--- config.mk ---
export PLATFORM = sky130hd
export DESIGN_NAME = two_level_best_candidate_select
export DESIGN_NICKNAME = d
export VERILOG_FILES = /design/src/rtl/core/bcs_pkg.sv /design/src/rtl/core/bcs_inner_sel.sv /design/src/rtl/core/two_level_best_candidate_select.sv
export SDC_FILE = /design/constraint.sdc
export NUM_CORES = 1
export LEC_CHECK = 0
export BUFFER_PORTS_ARGS = -buffer_cell sky130_fd_sc_hd__buf_2
export CAP_MARGIN = 20
export CORE_UTILIZATION = 44
export DETAILED_ROUTE_END_ITERATION = 12
export PLACE_DENSITY = 0.65
export SETUP_SLACK_MARGIN = 0.02
export SYNTH_ARGS = -nofsm -noshare
export SYNTH_HDL_FRONTEND = slang
export SYNTH_SLANG_ARGS = --single-unit
--- constraint.sdc ---
create_clock -name clk -period 6.9 [get_ports clk]
set_input_delay 0.345 -clock clk [delete_from_list [all_inputs] [get_ports clk]]
set_output_delay 0.345 -clock clk [all_outputs]
set_load 0.05 [all_outputs]
--- src/rtl/core/bcs_pkg.sv ---
// ----------------------------------------------------------------------------
// bcs_pkg
// types and constants shared by the best candidate selector
// ----------------------------------------------------------------------------
package bcs_pkg;

	localparam logic [4:0]         MIN_HITS_RST = 5'd3;
	localparam logic signed [11:0] PHI_NO_LIK   = 12'sd1024;
	localparam logic signed [14:0] PHI_NONE     = 15'sd9999;
	localparam logic signed [3:0]  LAYER_NONE   = -4'sd1;

	// register index of min_hits (byte address / 4)
	localparam logic REG_MIN_HITS = 1'b0;

	typedef struct packed {
		logic [4:0]         hits;
		logic [15:0]        lik;
		logic signed [11:0] phi;
		logic signed [3:0]  layer;
	} inner_t;

	typedef struct packed {
		logic [4:0]         pt;
		logic signed [7:0]  eta;
		logic signed [14:0] phi;
		logic [15:0]        lik;
		logic [4:0]         hits;
		logic signed [1:0]  charge;
		logic signed [3:0]  layer;
	} result_t;

endpackage

--- src/rtl/core/bcs_inner_sel.sv ---
// ----------------------------------------------------------------------------
// bcs_inner_sel
// running best-entry search within one pattern: most hits, then first
// strictly greatest nonzero likelihood
// ----------------------------------------------------------------------------
module bcs_inner_sel #(
	parameter int REF_LAYERS = 8
) (
	input  logic               clk,
	input  logic               arst_n,
	input  logic               step,
	input  logic               close,
	input  logic [4:0]         hit_count,
	input  logic [15:0]        likelihood_sum,
	input  logic signed [11:0] ref_phi,
	output bcs_pkg::inner_t    inner_nxt
);
	import bcs_pkg::*;

	localparam int LW = (REF_LAYERS > 1) ? $clog2(REF_LAYERS) : 1;
	localparam logic [LW-1:0] LAST_IDX = LW'(REF_LAYERS - 1);

	logic [LW-1:0] layer_cnt_q;
	inner_t        inner_q;
	logic          more_hits;
	logic          better_lik;
	logic signed [3:0] layer_now;

	assign layer_now  = signed'(4'(layer_cnt_q));
	assign more_hits  = hit_count > inner_q.hits;
	assign better_lik = (hit_count != 5'd0) && (hit_count == inner_q.hits) &&
		(likelihood_sum > inner_q.lik);

	always_comb begin
		inner_nxt = inner_q;
		if (more_hits) begin
			inner_nxt.hits = hit_count;
			if (likelihood_sum != 16'd0) begin
				inner_nxt.lik   = likelihood_sum;
				inner_nxt.phi   = ref_phi;
				inner_nxt.layer = layer_now;
			end else begin
				inner_nxt.lik   = 16'd0;
				inner_nxt.phi   = PHI_NO_LIK;
				inner_nxt.layer = LAYER_NONE;
			end
		end else if (better_lik) begin
			inner_nxt.lik   = likelihood_sum;
			inner_nxt.phi   = ref_phi;
			inner_nxt.layer = layer_now;
		end
	end

	always_ff @(posedge clk or negedge arst_n) begin
		if (!arst_n) begin
			layer_cnt_q   <= '0;
			inner_q.hits  <= 5'd0;
			inner_q.lik   <= 16'd0;
			inner_q.phi   <= PHI_NO_LIK;
			inner_q.layer <= LAYER_NONE;
		end else if (step) begin
			if (close) begin
				layer_cnt_q   <= '0;
				inner_q.hits  <= 5'd0;
				inner_q.lik   <= 16'd0;
				inner_q.phi   <= PHI_NO_LIK;
				inner_q.layer <= LAYER_NONE;
			end else begin
				inner_q <= inner_nxt;
				if (layer_cnt_q < LAST_IDX) begin
					layer_cnt_q <= layer_cnt_q + LW'(1);
				end
			end
		end
	end

endmodule

--- src/rtl/core/two_level_best_candidate_select.sv ---
// ----------------------------------------------------------------------------
// two_level_best_candidate_select
// picks the best reference-layer entry of each pattern and the best pattern
// of a set, emitting one candidate word per set
// ----------------------------------------------------------------------------
// One input word per cycle is taken unless the input stalls, with no gaps
// between words of a set. A word passes an input register, then the inner
// and outer compares run into the state and result registers; a candidate
// is valid once the word carrying s_tlast has passed the input and result
// registers. The result register lets the next set stream in while a candidate
// waits; input stalls only when a new candidate is ready while the previous
// one is still untaken. min_hits is at byte address 0 and resets to 3.
// ----------------------------------------------------------------------------
module two_level_best_candidate_select #(
	parameter int REF_LAYERS = 8
) (
	input  logic        clk,
	input  logic        arst_n,
	// hit_count, likelihood_sum, ref_phi, pattern_pt, pattern_eta, pattern_charge
	input  logic [47:0] s_tdata,
	input  logic        s_tlast,   // last_pattern
	input  logic        s_tuser,   // last_layer
	input  logic        s_tvalid,
	output logic        s_tready,
	// best_pt, best_eta, best_phi, best_likelihood, best_hits, best_charge,
	// best_ref_layer, zero pad
	output logic [55:0] m_tdata,
	output logic        m_tvalid,
	input  logic        m_tready,
	input  logic        psel,
	input  logic        penable,
	input  logic        pwrite,
	input  logic [2:0]  paddr,
	input  logic [31:0] pwdata,
	output logic [31:0] prdata,
	output logic        pready
);
	import bcs_pkg::*;

	// config
	logic [4:0] min_hits_q;

	assign pready = 1'b1;
	assign prdata = (paddr[2] == REG_MIN_HITS) ? {27'd0, min_hits_q} : 32'd0;

	always_ff @(posedge clk or negedge arst_n) begin
		if (!arst_n) begin
			min_hits_q <= MIN_HITS_RST;
		end else if (psel && penable && pwrite && pready && (paddr[2] == REG_MIN_HITS)) begin
			min_hits_q <= pwdata[4:0];
		end
	end

	// input register
	logic               v_s1;
	logic [4:0]         hits_s1;
	logic [15:0]        lik_s1;
	logic signed [11:0] phi_s1;
	logic [14:0]        key_s1;
	logic               last_layer_s1;
	logic               last_pattern_s1;
	logic               adv;
	logic               step;
	logic               emit;

	assign adv      = !(last_pattern_s1 && m_tvalid && !m_tready);
	assign s_tready = !v_s1 || adv;
	assign step     = v_s1 && adv;
	assign emit     = step && last_pattern_s1;

	always_ff @(posedge clk or negedge arst_n) begin
		if (!arst_n) begin
			v_s1 <= 1'b0;
		end else if (s_tready) begin
			v_s1 <= s_tvalid;
		end
	end

	always_ff @(posedge clk) begin
		if (s_tvalid && s_tready) begin
			hits_s1         <= s_tdata[4:0];
			lik_s1          <= s_tdata[20:5];
			phi_s1          <= s_tdata[32:21];
			key_s1          <= {s_tdata[37:33], s_tdata[45:38], s_tdata[47:46]};
			last_layer_s1   <= s_tuser;
			last_pattern_s1 <= s_tlast;
		end
	end

	// inner level
	inner_t inner_nxt;
	logic   close;

	assign close = last_layer_s1 || last_pattern_s1;

	bcs_inner_sel #(
		.REF_LAYERS(REF_LAYERS)
	) u_inner (
		.clk           (clk),
		.arst_n        (arst_n),
		.step          (step),
		.close         (close),
		.hit_count     (hits_s1),
		.likelihood_sum(lik_s1),
		.ref_phi       (phi_s1),
		.inner_nxt     (inner_nxt)
	);

	// outer level
	logic [4:0]         outer_hits_q;
	logic [15:0]        outer_lik_q;
	logic signed [14:0] outer_phi_q;
	logic signed [3:0]  outer_layer_q;
	logic [14:0]        outer_key_q;
	logic               take;
	result_t            res_nxt;
	result_t            res_q;
	logic               m_tvalid_q;

	assign take = close && (inner_nxt.hits >= min_hits_q) &&
		((inner_nxt.hits > outer_hits_q) ||
		 ((inner_nxt.hits == outer_hits_q) && (inner_nxt.lik > outer_lik_q)));

	always_comb begin
		res_nxt.pt     = outer_key_q[14:10];
		res_nxt.eta    = outer_key_q[9:2];
		res_nxt.charge = outer_key_q[1:0];
		res_nxt.phi    = outer_phi_q;
		res_nxt.lik    = outer_lik_q;
		res_nxt.hits   = outer_hits_q;
		res_nxt.layer  = outer_layer_q;
		if (take) begin
			res_nxt.pt     = key_s1[14:10];
			res_nxt.eta    = key_s1[9:2];
			res_nxt.charge = key_s1[1:0];
			res_nxt.phi    = {{3{inner_nxt.phi[11]}}, inner_nxt.phi};
			res_nxt.lik    = inner_nxt.lik;
			res_nxt.hits   = inner_nxt.hits;
			res_nxt.layer  = inner_nxt.layer;
		end
	end

	always_ff @(posedge clk or negedge arst_n) begin
		if (!arst_n) begin
			outer_hits_q  <= 5'd0;
			outer_lik_q   <= 16'd0;
			outer_phi_q   <= PHI_NONE;
			outer_layer_q <= LAYER_NONE;
			outer_key_q   <= 15'd0;
		end else if (emit) begin
			outer_hits_q  <= 5'd0;
			outer_lik_q   <= 16'd0;
			outer_phi_q   <= PHI_NONE;
			outer_layer_q <= LAYER_NONE;
			outer_key_q   <= 15'd0;
		end else if (step && take) begin
			outer_hits_q  <= inner_nxt.hits;
			outer_lik_q   <= inner_nxt.lik;
			outer_phi_q   <= {{3{inner_nxt.phi[11]}}, inner_nxt.phi};
			outer_layer_q <= inner_nxt.layer;
			outer_key_q   <= key_s1;
		end
	end

	// result register
	always_ff @(posedge clk or negedge arst_n) begin
		if (!arst_n) begin
			m_tvalid_q <= 1'b0;
		end else if (emit) begin
			m_tvalid_q <= 1'b1;
		end else if (m_tready) begin
			m_tvalid_q <= 1'b0;
		end
	end

	always_ff @(posedge clk) begin
		if (emit) begin
			res_q <= res_nxt;
		end
	end

	assign m_tvalid = m_tvalid_q;
	assign m_tdata  = {1'b0, res_q.layer, res_q.charge, res_q.hits, res_q.lik,
		res_q.phi, res_q.eta, res_q.pt};

`ifndef SYNTHESIS
	a_word_from_set_end: assert property (@(posedge clk) disable iff (!arst_n)
		$rose(m_tvalid) |-> $past(v_s1 && last_pattern_s1))
		else $error("result word without end of set");

	a_empty_result: assert property (@(posedge clk) disable iff (!arst_n)
		(m_tvalid && (res_q.hits == 5'd0)) |-> ((res_q.phi == PHI_NONE) &&
		(res_q.layer == LAYER_NONE)))
		else $error("empty candidate carries a phi or layer");

	a_stage_holds: assert property (@(posedge clk) disable iff (!arst_n)
		(v_s1 && !adv) |=> (v_s1 && $stable(key_s1)))
		else $error("stalled input stage lost its word");

	a_outer_none: assert property (@(posedge clk) disable iff (!arst_n)
		(outer_phi_q == PHI_NONE) |-> (outer_hits_q == 5'd0))
		else $error("outer best has hits but no phi");
`endif

endmodule

==> impl_metrics.yaml, run 1 <==
global_route:
  grt_antenna_before_repair: 0
  grt-ovfl-total: 0
  grt_max_degree: 66
  grt_pass1_wl_um: 32630
  groute.usage.overall: 0.1893
  grt_pass1_vias: 6343
run_status:
  outcome: "finished, final reports clean"
pwr:
  total_power_mw: 4.023
  leakage_nw: 5.019
  swShare: 0.3100
  p_seq_frac: 0.393
  clock_power_share: 0.351
  ir_drop_uv: 174.1
  comb_power_share: 0.256
  power.density_nw_per_um2: 354.0
  p_int_mw: 2.776
  switching_power_mw: 1.247
sta:
  slew_headroom: 0.2838
  rsz0062_at_grt: "no"
  finalMaxSlewViolations: 0
  setup_violations: 0
  timing.setup.tns_ns: 0
  fin_crit_sh: 0.8125
  max_freq_ghz: 0.1784
  fin_crit_ns: 5.606
  clock_skew_ns: 0.009601
  worst_slew_pin_slew_ns: 1.072
  hold_viol_final: 0
flow_run:
  drv_cap: 0
clock_network:
  clockRootBuffer: "clkbuf_16"
  cts_tree: "done"
  clock_sinks: 203
  clk_pin_slew_worst_paths_ns: 0.06
  cts_buffers: 23
  cts_max_path_buffers: 3
  worstSkewPairLatency_ns: 0.51
  cts_setup_buffers: 0
  htreeDepth: 1
  cts_resized: 0
worst_hold_path:
  hold_class: "primary input to flop"
die:
  die_area_sq_um: 21950
  chipHeight_um: 148.2
  initial_core_util: 0.4485
  die_w_um: 148.2
  io_pins: 183
  core-area_sq_um: 20960
  rows: 53
placement:
  port_buffers: 124
  hpwl_um: 13490
  globalplace.congestion: 0.8212
routing:
  ant_nets: 0
  first_pass_iters: 4
  finalWirelength_um: 20390
  wl_per_cell_um: 16.62
  vias: 6320
  vias_per_cell: 5.151
  drc: 0
  drt_iter0_drc: 298
setup_path:
  critPathMaxFanout: 16
  crit_type: "flop to flop"
  end_kind: "flop"
  crit_top_cell: "nand4_1"
  cp-start-kind: "flop"
  crit_slowest_cell: "or3_1"
  critPathRequiredTime_ns: 7.33
  path_cells: "ha_1, nand4_1, or4_4, nor3_2, a211oi_1, a21oi_4, mux2i_1, inv_1, ha_1, nand4_1, nor4_1, o21ai_0, nand4_1, nand3_2, or3_1, buf_8, o22a_1"
  max_stage_delay_ns: 0.66
  cp_data_arrival_time_ns: 6.04
layout:
  antenna_cells: 0
  most-common-layout-cells: "123 x buf_2, 103 x edfxtp_1, 101 x nand2_1"
  layout_commonest_cell: "buf_2"
  nets: 1075
  drive_above_1_share: 0.2468
  synthToLayoutAreaGrowth_pct: 20.90
synthesis:
  async_reset_ff_frac: 0.4926
  synth_area_sq_um: 9399
  yosysWarnings: 0
  synth_cell_type_count: 54
  synth_area_per_cell_sq_um: 11.94
  yosysSeqAreaShare: 0.5978
  synth_flop_cell: "edfxtp_1"
  synth_edf_count: 103
  synth-seq-cells: 203
  netlist_instances: 787
-- final timing paths --
path,start,end,slack (ns),depth (start not counted)
worst max-delay path,lik_s1[14],outer_phi_q[2],1.29,17
worst min-delay path,s_tdata[0],hits_s1[0],0.01,1
worst max register to register,lik_s1[14],outer_phi_q[2],1.29,17
worst min register to register,u_inner.inner_q[1],u_inner.inner_q[1],0.48,2
max in group asynchronous,arst_n,u_inner.layer_cnt_q[2],5.25,3
min in group asynchronous,arst_n,u_inner.inner_q[10],0.36,2
-- what timing repair did --
action / 4_1_cts / 5_1_grt
endpoints found under the hold margin: 40 / 6
endpoints found under the setup margin: 0 / 0
hold buffers: 16 / 6
-- power by group through the flow --
stage,Clock (mW),Combinational (mW),Sequential [mW]
2_1_floorplan,0,0.634,1.73
6_report,1.41,1.03,1.58
3_3_place_gp,0,0.994,1.60
3_5_place_dp,0,1.01,1.60
4_1_cts,1.44,1.03,1.58
5_1_grt,1.49,1.13,1.60
-- logic make-up (layout without fill, tap and decap cells) --
group                    after synthesis  after routing  share of synthesized area
flip-flops                           203            203                     0.5978
AO/OA/AOI/OAI                        182            182                     0.1335
AND/OR/NAND/NOR                      164            164                    0.08067
buffers and inverters                145            283                    0.07295
adder cells (fa/ha/maj)               48             48                    0.06390
multiplexers                          43             43                    0.05032
other                                  2             29                  0.0007990
-- critical path: cells and delay by family (launching register included) --
kind                     cells  cell delay, ns
AO/OA/AOI/OAI                4            1.06
multiplexers                 1            0.45
flip-flops                   1            0.41
AND/OR/NAND/NOR              8            2.55
adder cells (fa/ha/maj)      2            0.68
buffers and inverters        2            0.35
-- flip-flops by register name, summed over array words and instances (netlist names) --
| signal | count |
|---|---|
| lik_s1 | 16 |
| m_tvalid | 1 |
| phi_s1 | 12 |
| outer_hits_q | 5 |
| key_s1 | 15 |
| u_inner.inner_q | 37 |
| last_pattern_s1 | 1 |
| m_tdata | 53 |
| last_layer_s1 | 1 |
| outer_phi_q | 13 |
| u_inner.layer_cnt_q | 3 |
| hits_s1 | 5 |
| outer_layer_q | 4 |
| min_hits_q | 5 |
| outer_key_q | 15 |
| v_s1 | 1 |
| outer_lik_q | 16 |
-- routing by layer --
metal	vias to the layer above	part of all wire	global-route usage	wire, um
li1	3080	-	-	-
met1	3042	0.45	0.2507	9092
met2	162	0.48	0.3188	9812
met3	36	0.050	0.03098	1011
met4	0	0.023	0.05773	478
met5	-	0	0	0
-- per-stage QoR --
step / setup slack (ns) / cells / hold WS, ns / utilization / instance area [sq um]
after floorplan: 2.343 / 814 / 0.04941 / - / 9500
after global placement: 1.239 / 1161 / 0.3563 / 0.4876 / 10220
after global routing: 0.9448 / 1227 / 0.0002726 / 0.5423 / 11360
final: 1.294 / 1227 / 0.01491 / 0.5423 / 11360
after CTS: 1.144 / 1219 / 0.00004008 / 0.5383 / 11280
after detailed placement: 1.175 / 1161 / 0.3662 / 0.4876 / 10220
-- Yosys cell counts, drive strengths merged, types with 2 or more instances --
cell type | number | area [sq um]
edfxtp | 103 | 3093
nand2 | 101 | 379.1
dfrtp | 81 | 2027
inv | 77 | 289.0
ha | 48 | 600.6
o21ai | 38 | 190.2
a22o | 37 | 324.1
buf | 37 | 280.3
clkbuf | 31 | 116.4
o22ai | 31 | 193.9
a21oi | 23 | 118.9
mux2 | 22 | 262.8
mux2i | 21 | 210.2
dfstp | 19 | 499.2
o22a | 12 | 105.1
nor2 | 11 | 41.29
o211ai | 8 | 60.06
a31oi | 7 | 43.79
nand4 | 7 | 43.79
nor4 | 7 | 43.79
nand2b | 6 | 37.54
a22oi | 5 | 42.54
nand3 | 5 | 25.02
or3 | 5 | 31.28
a2bb2oi | 4 | 35.03
or4 | 4 | 33.78
a211oi | 3 | 22.52
a21o | 3 | 22.52
and2 | 3 | 18.77
and3 | 3 | 18.77
nand3b | 3 | 22.52
nor3 | 3 | 20.02
o311ai | 3 | 26.28
conb | 2 | 7.510
nor2b | 2 | 12.51
nor3b | 2 | 15.01
-- cell type report --
cell class	instances	area, sq um
inverter	77	289.0
clock inverter	11	215.2
multi-input combinational	466	3223
clock buffer	31	686.9
sequential	203	5619
tap	275	344.1
fill	1814	9592
timing repair buffer	164	985.9
Power figures use the tool's default switching activity.
==> run 2: changes to the inputs <==
PLACE_DENSITY = 0.67   (was 0.65)
clock period = 4.8 ns   (was 6.9 ns; I/O delays follow)
==> run 2 against run 1 <==
  * Utilization rose by 3.7 points
  * Global-route usage rose by 0.61 points
  * Routed wire length increased by 5.9%
  * Via count up 6.3%
  * Sequential cell count unchanged
  * Hold slack better by 0.26 ns
  * Fmax grew 22%
  * Non-clock buffer count rose by 90
  * Sequential share of layout area shrank 3.1 points
  * Critical path depth rose by 6
  * Largest cell class unchanged
  * Largest power group unchanged
  * Highest routed layer unchanged
==> impl_metrics.yaml, run 2 (same netlist as run 1, synthesis figures left out) <==
run_status:
  outcome: "finished, final reports clean"
setup_path:
  cp_data_arrival_time_ns: 4.97
  worstSetupStartpoint: "u_inner.inner_q[31]"
  reg2reg_slack_ns: 0.22
  ff2ff_path_depth: 23
  r2r-end: "outer_key_q[8]"
  critPathMaxFanout: 10
  critPathRequiredTime_ns: 5.19
  cp-start-kind: "flop"
  r2r_start: "u_inner.inner_q[31]"
  crit_type: "flop to flop"
  end_kind: "flop"
routing:
  drc: 0
  vias_per_cell: 5.100
  wl_per_cell_um: 16.40
  finalWirelength_um: 21600
  first_pass_iters: 4
  drt_iter0_drc: 312
  ant_nets: 0
  vias: 6717
sta:
  max_freq_ghz: 0.2182
  fin_crit_sh: 0.9549
  finalMaxSlewViolations: 0
  layout_setup_ws_ns: 0.2167
  hold_viol_final: 0
  setup_violations: 0
  fin_crit_ns: 4.583
  worst_slew_pin_slew_ns: 1.051
  whs_ns: 0.2726
  clock_skew_ns: 0.01236
  slew_headroom: 0.2978
clock_network:
  cts_tree: "done"
  clock_sinks: 203
  cts_buffers: 23
  clockRootBuffer: "clkbuf_16"
  clk_pin_slew_worst_paths_ns: 0.06
  cts_max_path_buffers: 3
  htreeDepth: 1
  worstSkewPairLatency_ns: 0.51
layout:
  fillers: 1792
  nets: 1165
  multi_input_area_sq_um: 3281
  regArea_sq_um: 5619
  drive_above_1_share: 0.2764
  antenna_cells: 0
  most-common-layout-cells: "124 x buf_2, 103 x edfxtp_1, 101 x nand2_1"
  synthToLayoutAreaGrowth_pct: 29.05
  largest_reg_flops: 53
  layout_commonest_cell: "buf_2"
die:
  core-area_sq_um: 20960
  io_pins: 183
  initial_core_util: 0.4485
  chipHeight_um: 148.2
  die_w_um: 148.2
  rows: 53
  die_area_sq_um: 21950
pwr:
  power.density_nw_per_um2: 464.4
  ir_drop_uv: 280.4
  leakage_nw: 5.393
global_route:
  grt_antenna_before_repair: 0
  grt_max_degree: 55
  grt-ovfl-total: 0
  grt_pass1_vias: 6555
  groute.usage.overall: 0.1954
  grt_pass1_wl_um: 33550
worst_hold_path:
  hold_class: "primary input to flop"
  holdPathEnd: "min_hits_q[4]"
  hold_depth: 3
  hold_start: "pwrite"
placement:
  hpwl_um: 14110
  dpl_worst_slack_ns: 0.08288
  globalplace.congestion: 0.8537
  port_buffers: 124
flow_run:
  drv_cap: 0
run 2: cell types whose count changed in the layout (fill, tap and decap cells not counted), sizes merged:
cell,delta
buf,+53
clkinvlp,-2
clkbuf,+1
clkinv,+7
dlygate4sd3,+36
bufinv,-5
run 2: cell type report:
type | instances | share of cell area
multi-input cells | 466 | 0.2705
inverters | 77 | 0.02383
flip-flops and latches | 203 | 0.4633
repair buffers | 254 | 0.1566
clock inverters | 11 | 0.006705
clock buffers | 31 | 0.05075
well taps | 275 | 0.02837
run 2: per-layer routing:
metal,part of all wire,up-vias,global-route usage
met1,0.44,3240,0.2586
met3,0.048,39,0.02822
met2,0.49,173,0.3352
li1,-,3265,-
met4,0.021,0,0.05309
met5,0,-,0
run 2: repair_timing:
action,CTS,global route
buffers inserted,0,6
endpoints found under the hold margin,93,0
gates resized for setup,0,17
setup endpoints to repair,0,102
hold buffers,58,0
run 2: stage by stage:
stage                     cell area (sq um)  utilization  std cells  power [mW]  setup TNS [ns]
after floorplan                        9500            -        814       3.397               0
after global placement                10640       0.5077       1207       3.868               0
after detailed placement              10640       0.5077       1207       3.900               0
after CTS                             11920       0.5687       1307       5.588               0
after global routing                  12130       0.5788       1317       5.929        -0.01568
final                                 12130       0.5788       1317       5.633               0
run 2: how the worst max path moves through the flow:
| stage | to | slack, ns | cells after the start |
|---|---|---|---|
| final | outer_key_q[8] | 0.22 | 23 |
| after global routing | outer_key_q[10] | -0.006 | 23 |
| after CTS | m_tdata[13] | 0.05 | 17 |
| after detailed placement | m_tdata[17] | 0.08 | 17 |
| after global placement | m_tdata[17] | 0.18 | 17 |
| after floorplan | m_tdata[13] | 0.24 | 18 |
run 2: power breakdown:
group / leakage (nW) / switching [mW] / internal [mW] / total, mW
combinational: 2.77 / 1.01 / 0.711 / 1.72
sequential: 2.28 / 0.122 / 2.15 / 2.27
clock: 0.340 / 0.683 / 0.952 / 1.64
total: 5.39 / 1.82 / 3.81 / 5.63
run 2: critical path, stage by stage (launching register included):
cell and delay, ns:
dfrtp_1 0.35, inv_1 0.07, ha_1 0.30, nand4_1 0.15, or4_4 0.54, nor3_2 0.17, a211oi_1 0.10, a21oi_4 0.19
buf_12 0.17, buf_6 0.15, mux2i_2 0.25, inv_1 0.06, ha_1 0.29, nand2_1 0.07, nor4_2 0.32, buf_4 0.17
a311oi_2 0.09, buf_4 0.16, nand3_2 0.12, buf_8 0.15, nor3_4 0.05, buf_12 0.18, buf_12 0.13, a22o_1 0.18
==> run 3: changes to the inputs <==
MAX_ROUTING_LAYER = met4   (was default)
==> run 3 against run 2 <==
  * Fmax is 0.47% lower
  * Utilization did not move
  * Non-clock buffer count unchanged
  * Hold slack about the same
  * Final cell count is the same
  * Via count up 0.46%
  * Die area did not move
  * Count of clock-buffer cells in the layout is the same
  * Clock skew grew 0.0011 ns
  * Sequential power barely moved
  * Critical path type unchanged
  * Highest routed layer unchanged
==> impl_metrics.yaml, run 3 (same netlist as run 1, synthesis figures left out) <==
routing:
  vias_per_cell: 5.124
  drt_iter0_drc: 290
  top_layer: "met4"
  wl_per_cell_um: 16.43
  met1_length_um: 9520
  wl_met2_um: 10580
  drc: 0
  first_pass_iters: 5
  finalWirelength_um: 21630
  ant_nets: 0
  vias: 6748
  wl_met3_um: 1097
global_route:
  grt_antenna_before_repair: 0
  grt_pass1_vias: 6550
  grt-ovfl-total: 0
  groute.usage.overall: 0.2018
  grt_max_degree: 55
  grt_pass1_wl_um: 33560
sta:
  fin_crit_sh: 0.9594
  hold_viol_final: 0
  whs_ns: 0.2723
  layout_setup_ws_ns: 0.1951
  timing.setup.tns_ns: 0
  slew_headroom: 0.2600
  fin_crit_ns: 4.605
  clock_skew_ns: 0.01347
  finalMaxSlewViolations: 0
  max_freq_ghz: 0.2172
  worst_slew_pin_slew_ns: 1.107
  setup_violations: 0
die:
  initial_core_util: 0.4485
  chipHeight_um: 148.2
  rows: 53
  die_w_um: 148.2
  io_pins: 183
  core-area_sq_um: 20960
  die_area_sq_um: 21950
setup_path:
  crit_type: "flop to flop"
  max_stage_delay_ns: 0.54
  cp_data_arrival_time_ns: 4.99
  ff2ff_path_depth: 23
  path_cells: "inv_1, ha_1, nand4_1, or4_4, nor3_2, a211oi_1, a21oi_4, buf_12, buf_6, mux2i_2, inv_1, ha_1, nand2_1, nor4_2, buf_4, a311oi_2, buf_4, nand3_2, buf_8, nor3_4, buf_12, clkbuf_16, a22o_1"
  r2r-end: "outer_phi_q[12]"
  r2r_start: "u_inner.inner_q[31]"
  crit_slowest_cell: "or4_4"
  cp-start-kind: "flop"
  reg2reg_slack_ns: 0.20
  critPathMaxFanout: 10
  end_kind: "flop"
  critPathRequiredTime_ns: 5.19
layout:
  finalNonFillerCells: 1317
  fin_util: 0.5788
  nets: 1165
  design_area_sq_um: 12130
  antenna_cells: 0
  most-common-layout-cells: "124 x buf_2, 103 x edfxtp_1, 101 x nand2_1"
  regArea_sq_um: 5619
  fillers: 1792
  largest_reg_flops: 53
  synthToLayoutAreaGrowth_pct: 29.05
  layout_commonest_cell: "buf_2"
  drive_above_1_share: 0.2764
  multi_input_area_sq_um: 3281
placement:
  dpl_worst_slack_ns: 0.08288
  placed_area_sq_um: 10640
  hpwl_um: 14110
  dp_cells: 1207
  globalplace.congestion: 0.8672
  port_buffers: 124
pwr:
  leakage_nw: 5.393
  ir_drop_uv: 281.4
  total_power_mw: 5.633
  power.density_nw_per_um2: 464.4
worst_hold_path:
  hold_start: "pwrite"
  hold_depth: 3
  holdPathEnd: "min_hits_q[4]"
  hold_class: "primary input to flop"
clock_network:
  htreeDepth: 1
  clock_sinks: 203
  clockRootBuffer: "clkbuf_16"
  worstSkewPairLatency_ns: 0.51
  cts_max_path_buffers: 3
  cts_tree: "done"
  cts_buffers: 23
  clk_pin_slew_worst_paths_ns: 0.06
flow_run:
  drv_cap: 0
run_status:
  outcome: "finished, final reports clean"
-- run 3: per-layer routing --
| layer | vias to the layer above | track usage |
|---|---|---|
| met5 | - | - |
| met4 | 0 | 0.05309 |
| li1 | 3266 | - |
| met3 | 35 | 0.02791 |
| met2 | 191 | 0.3343 |
| met1 | 3256 | 0.2609 |
-- run 3: final cells by class --
| type | instances | share of cell area |
|---|---|---|
| inverter | 77 | 0.02383 |
| timing repair buffer | 254 | 0.1566 |
| tap | 275 | 0.02837 |
| multi-input combinational | 466 | 0.2705 |
| clock buffer | 31 | 0.05075 |
| sequential | 203 | 0.4633 |
| clock inverter | 11 | 0.006705 |
-- run 3: worst max-delay path by stage --
stage	from	to	slack, ns	cells after the start
finish	u_inner.inner_q[31]	outer_phi_q[12]	0.20	23
global route	u_inner.inner_q[29]	outer_key_q[10]	-0.007	23
detailed placement	lik_s1[14]	m_tdata[17]	0.08	17
floorplan	lik_s1[14]	m_tdata[13]	0.24	18
CTS	lik_s1[14]	m_tdata[13]	0.05	17
global placement	lik_s1[14]	m_tdata[17]	0.18	17
-- run 3: where the power goes --
| part | switching, mW | total [mW] | internal [mW] |
|---|---|---|---|
| clock network | 0.682 | 1.63 | 0.952 |
| registers | 0.122 | 2.27 | 2.15 |
| logic | 1.01 | 1.73 | 0.711 |
| total | 1.82 | 5.63 | 3.81 |
-- run 3: timing repair --
action	in CTS	in global routing
hold buffers	58	0
endpoints found under the hold margin	93	0
buffers inserted	0	6
gates resized for setup	0	17
setup endpoints to repair	0	102
-- run 3: critical path: cells and delay by family (launching register included) --
| kind | cells | cell delay [ns] |
|---|---|---|
| AO/OA/AOI/OAI | 4 | 0.56 |
| flip-flops | 1 | 0.35 |
| adder cells (fa/ha/maj) | 2 | 0.60 |
| multiplexers | 1 | 0.25 |
| buffers and inverters | 9 | 1.26 |
| AND/OR/NAND/NOR | 7 | 1.43 |
